**src/sv/polyline_parallel_offset_unit_macros.svh**
```systemverilog
// ----------------------------------------------------------------------------
// Polyline parallel offset unit assertion macros
// Shared concurrent assertion forms, clocked on clock and disabled in reset.
// ----------------------------------------------------------------------------
`ifndef POLYLINE_PARALLEL_OFFSET_UNIT_MACROS_SVH
`define POLYLINE_PARALLEL_OFFSET_UNIT_MACROS_SVH

// Consequent must hold in the same cycle as the antecedent.
`define PPO_ASSERT_IMPLY(lbl, ante, cons) \
   lbl: assert property (@(posedge clock) disable iff (reset) (ante) |-> (cons)) \
      else $error("assertion failed");

// Consequent must hold in the cycle after the antecedent.
`define PPO_ASSERT_NEXT(lbl, ante, cons) \
   lbl: assert property (@(posedge clock) disable iff (reset) (ante) |=> (cons)) \
      else $error("assertion failed");

`endif

```
**src/sv/ppo_ram.sv**
```systemverilog
// ----------------------------------------------------------------------------
// Polyline parallel offset RAM
// Simple dual-port RAM with one write port and one registered read port.
// ----------------------------------------------------------------------------
`timescale 1ns / 1ps
`default_nettype none

module ppo_ram #(
   parameter int WIDTH = 32,
   parameter int DEPTH = 64,
   localparam int AW = $clog2(DEPTH)
) (
   input  logic             clock,
   input  logic             we,
   input  logic [AW-1:0]    waddr,
   input  logic [WIDTH-1:0] wdata,
   input  logic [AW-1:0]    raddr,
   output logic [WIDTH-1:0] rdata
);

   logic [WIDTH-1:0] mem_ff [DEPTH];
   logic [WIDTH-1:0] rdata_ff;

   always_ff @(posedge clock) begin
      if (we) begin
         mem_ff[waddr] <= wdata;
      end
      rdata_ff <= mem_ff[raddr];
   end

   assign rdata = rdata_ff;

endmodule

`default_nettype wire

```
**config.mk**
```make
export PLATFORM = sky130hd
export DESIGN_NAME = ppo_ram
export DESIGN_NICKNAME = d
export VERILOG_FILES = /design/src/sv/polyline_parallel_offset_unit_macros.svh /design/src/sv/ppo_ram.sv
export SDC_FILE = /design/constraint.sdc
export NUM_CORES = 2
export LEC_CHECK = 0
export BUFFER_PORTS_ARGS = -buffer_cell sky130_fd_sc_hd__buf_2
export CORE_UTILIZATION = 30
export CTS_BUF_LIST = sky130_fd_sc_hd__clkbuf_2
export DETAILED_ROUTE_END_ITERATION = 12
export GPL_TIMING_DRIVEN = 0
export SLEW_MARGIN = 25
export SYNTH_ARGS = -nofsm -noshare
export SYNTH_HDL_FRONTEND = slang
export SYNTH_SLANG_ARGS = --single-unit
```
**constraint.sdc**
```tcl
create_clock -name clock -period 10.2 [get_ports clock]
set_input_delay 2.04 -clock clock [delete_from_list [all_inputs] [get_ports clock]]
set_output_delay 2.04 -clock clock [all_outputs]
set_load 0.03 [all_outputs]
```
==> metrics.yaml <==
status: "finished clean"
dr.pass1.iters: 7
num_rows: 187
groute.usage.overall_pct: 18.8
area_delta_synth_final_pct: 16.9
ys_seq_elements: 2080
drive_above_1_share_pct: 39.2
fin_util_pct: 35.3
vias: 41755
wl_per_cell_um: 31.7
finalSetupViolCount: 0
route.detailed.drc: 0
worst_slew_pin_slew_ns: 1.23
end_kind: "flop"
synthSimpleGateAreaFrac_pct: 1.27
core_area_mm2: 0.260
die_h_um: 514
numPortBuffers: 69
antenna_found_initial: 25
grt_pass1_vias: 41624
crit_type: "in -> reg"
synth_top_family_by_area: "multiplexers"
power_density_mw_per_mm2: 174
slew_headroom_pct: 18.3
grt_pass1_wl_um: 339000
cts-root-buf: "clkbuf_2"
crit_fanout: 10
cts_made_buffers: 539
die_area_mm2: 0.264
clk_pin_slew_ns: 0.10
clock_latency_ns: 1.89
finalCritPeriodShare_pct: 54.4
timing.fmax_mhz: 180
yosys_warnings: 0
drt_iter0_markers: 6664
ctsResizeCount: 0
power_mw: 16.0
nNetsFinal: 4134
hold_buffers: 0
syn_area_mm2: 0.0785
cp_slowest_cell: "a21oi_1"
critPathLaunchType: "input port"
grt_max_degree: 65
post_cts_buffers: 0
drv_slew: 0
p_leak_nw: 29.1
cts_num_sinks: 2080
io-pin-count: 78
crit_required_ns: 11.68
cts_tree: "done"
min_path_type: "in -> reg"
final_hold_viol_count: 0
h-tree-depth: 6
drt_wl_total_um: 251000
hpwl_um: 166000
initial_utilization_pct: 30.2
grt-ovfl-total: 0
netlist_instances: 3324
vdd.ir_drop.worst_mv: 0.120
crit_chain: "buf_2 > buf_2 > buf_2 > clkbuf_1 > buf_2 > mux2i_1 > a21oi_1 > a21oi_1 > nor2_1"
yosysSeqAreaShare_pct: 79.1
ant_nets: 0
slowest_delay_ns: 1.00
skew_ns: 0.243
syn_nets: 3370
clk_path_buf_depth: 4
synth_compound_area_share_pct: 1.67
dieWidth_um: 514
post_synth_xor_area_fraction_pct: 0
synth_cell_type_count: 34
rsz0062_at_grt: "false"
gp_congestion: 0.832
path_buf_inv: 5
fin_crit_ns: 5.55
max_cap_violations: 0
tns_ns: 0
viasPerCell: 5.29
synthAdderAreaFrac_pct: 0
cpMostUsedCell: "buf_2"
critical_path.top_delay_family: "buffers and inverters"
synth.avg_cell_area_um2: 23.6
synthMuxAreaShare_pct: 16.8
cp.arrival_ns: 7.03
-- per-stage QoR --
| step | instance area (um^2) | worst slack, ns | std cells | hold WS (ns) |
|---|---|---|---|---|
| 2_1_floorplan | 78500 | 5.00 | 3324 | 0.663 |
| 3_3_place_gp | 83200 | 0.786 | 6889 | 0.954 |
| 3_5_place_dp | 87400 | 3.28 | 7042 | 0.954 |
| 4_1_cts | 91700 | 5.30 | 7882 | 0.585 |
| 5_1_grt | 91800 | 4.95 | 7894 | 0.590 |
| 6_report | 91800 | 4.65 | 7898 | 0.693 |
-- cell usage after synthesis (all sizes together) --
cell type	count	share of area [%]
edfxtp	2048	78
mux4	544	16
nor2	137	0.65
buf	108	0.77
mux2i	93	1.2
o22ai	84	0.67
clkbuf	74	0.35
a21oi	62	0.40
dfxtp	32	0.82
o221ai	27	0.30
nand2	26	0.12
nor2b	15	0.12
a22oi	12	0.11
a311oi	8	0.089
nand2b	8	0.064
nor3	7	0.045
nand3	5	0.032
nand3b	5	0.048
or3b	5	0.056
a41o	4	0.051
and3	4	0.032
o32ai	4	0.045
or2	3	0.024
or3	3	0.024
and2	2	0.016
nand4	2	0.016
a31oi	1	0.0080
nand4b	1	0.011
-- cells by family (layout without fill, tap and decap cells) --
group,after synthesis,count (layout)
other,0,15
buffers and inverters,182,1245
flip-flops,2080,2080
AND/OR/NAND/NOR,223,223
multiplexers,637,637
AO/OA/AOI/OAI,202,202
-- per-layer routing --
layer  global-route usage, %  share of wire (%)
met1                    24.2                 37
met5                       0              0.018
met3                    5.13                 11
met4                    7.78                4.1
met2                    29.9                 47
-- final timing paths --
check / from / to / slack (ns) / depth (start not counted)
worst max-delay path: raddr[1] / rdata[11] / 4.65 / 9
worst min-delay path: wdata[17] / mem_ff[36][17] / 0.69 / 1
worst max register to register: mem_ff[47][11] / rdata[11] / 7.09 / 5
worst min register to register: mem_ff[58][30] / rdata[30] / 0.95 / 5
-- area by class of cell --
cell class | count | area [um^2]
multi-input combinational | 1062 | 16000
tap | 3496 | 4370
timing repair buffer | 223 | 4060
clock buffer | 738 | 3690
buffer | 182 | 913
sequential | 2080 | 62100
fill | 23958 | 168000
antenna | 15 | 37.5
clock inverter | 102 | 584
-- sequential cells by signal, indices dropped and copies added, names as in the netlist --
name	cells
mem_ff	2048
rdata	32
-- power breakdown --
group / leakage, nW / internal [mW] / switching [mW] / total, mW
clock network: 3.38 / 2.09 / 3.36 / 5.45
registers: 18.7 / 9.45 / 0.0187 / 9.47
logic: 7.05 / 0.333 / 0.702 / 1.04
total: 29.1 / 11.9 / 4.08 / 16.0
-- layout by cell type (no fill, tap or decap), types with 4 or more instances in the layout --
cell type,netlist,routed
a21oi_1,62,60
a22oi_1,12,12
a311oi_1,8,8
a41o_1,4,4
and3_1,4,4
buf_1,21,16
buf_12,0,46
buf_16,0,94
buf_2,57,99
buf_4,25,67
buf_6,5,8
bufinv_16,0,7
clkbuf_1,74,57
clkbuf_2,0,755
clkinv_1,0,68
clkinv_2,0,10
dfxtp_1,32,32
diode_2,0,15
edfxtp_1,2048,2048
inv_2,0,16
mux2i_1,93,93
mux4_2,544,544
nand2_1,26,26
nand2b_1,8,8
nand3_1,5,5
nand3b_1,5,5
nor2_1,137,75
nor2_4,0,62
nor2b_1,15,15
nor3_1,7,5
o221ai_1,27,27
o22ai_1,84,84
o32ai_1,4,4
(Power assumes the default switching activity.)
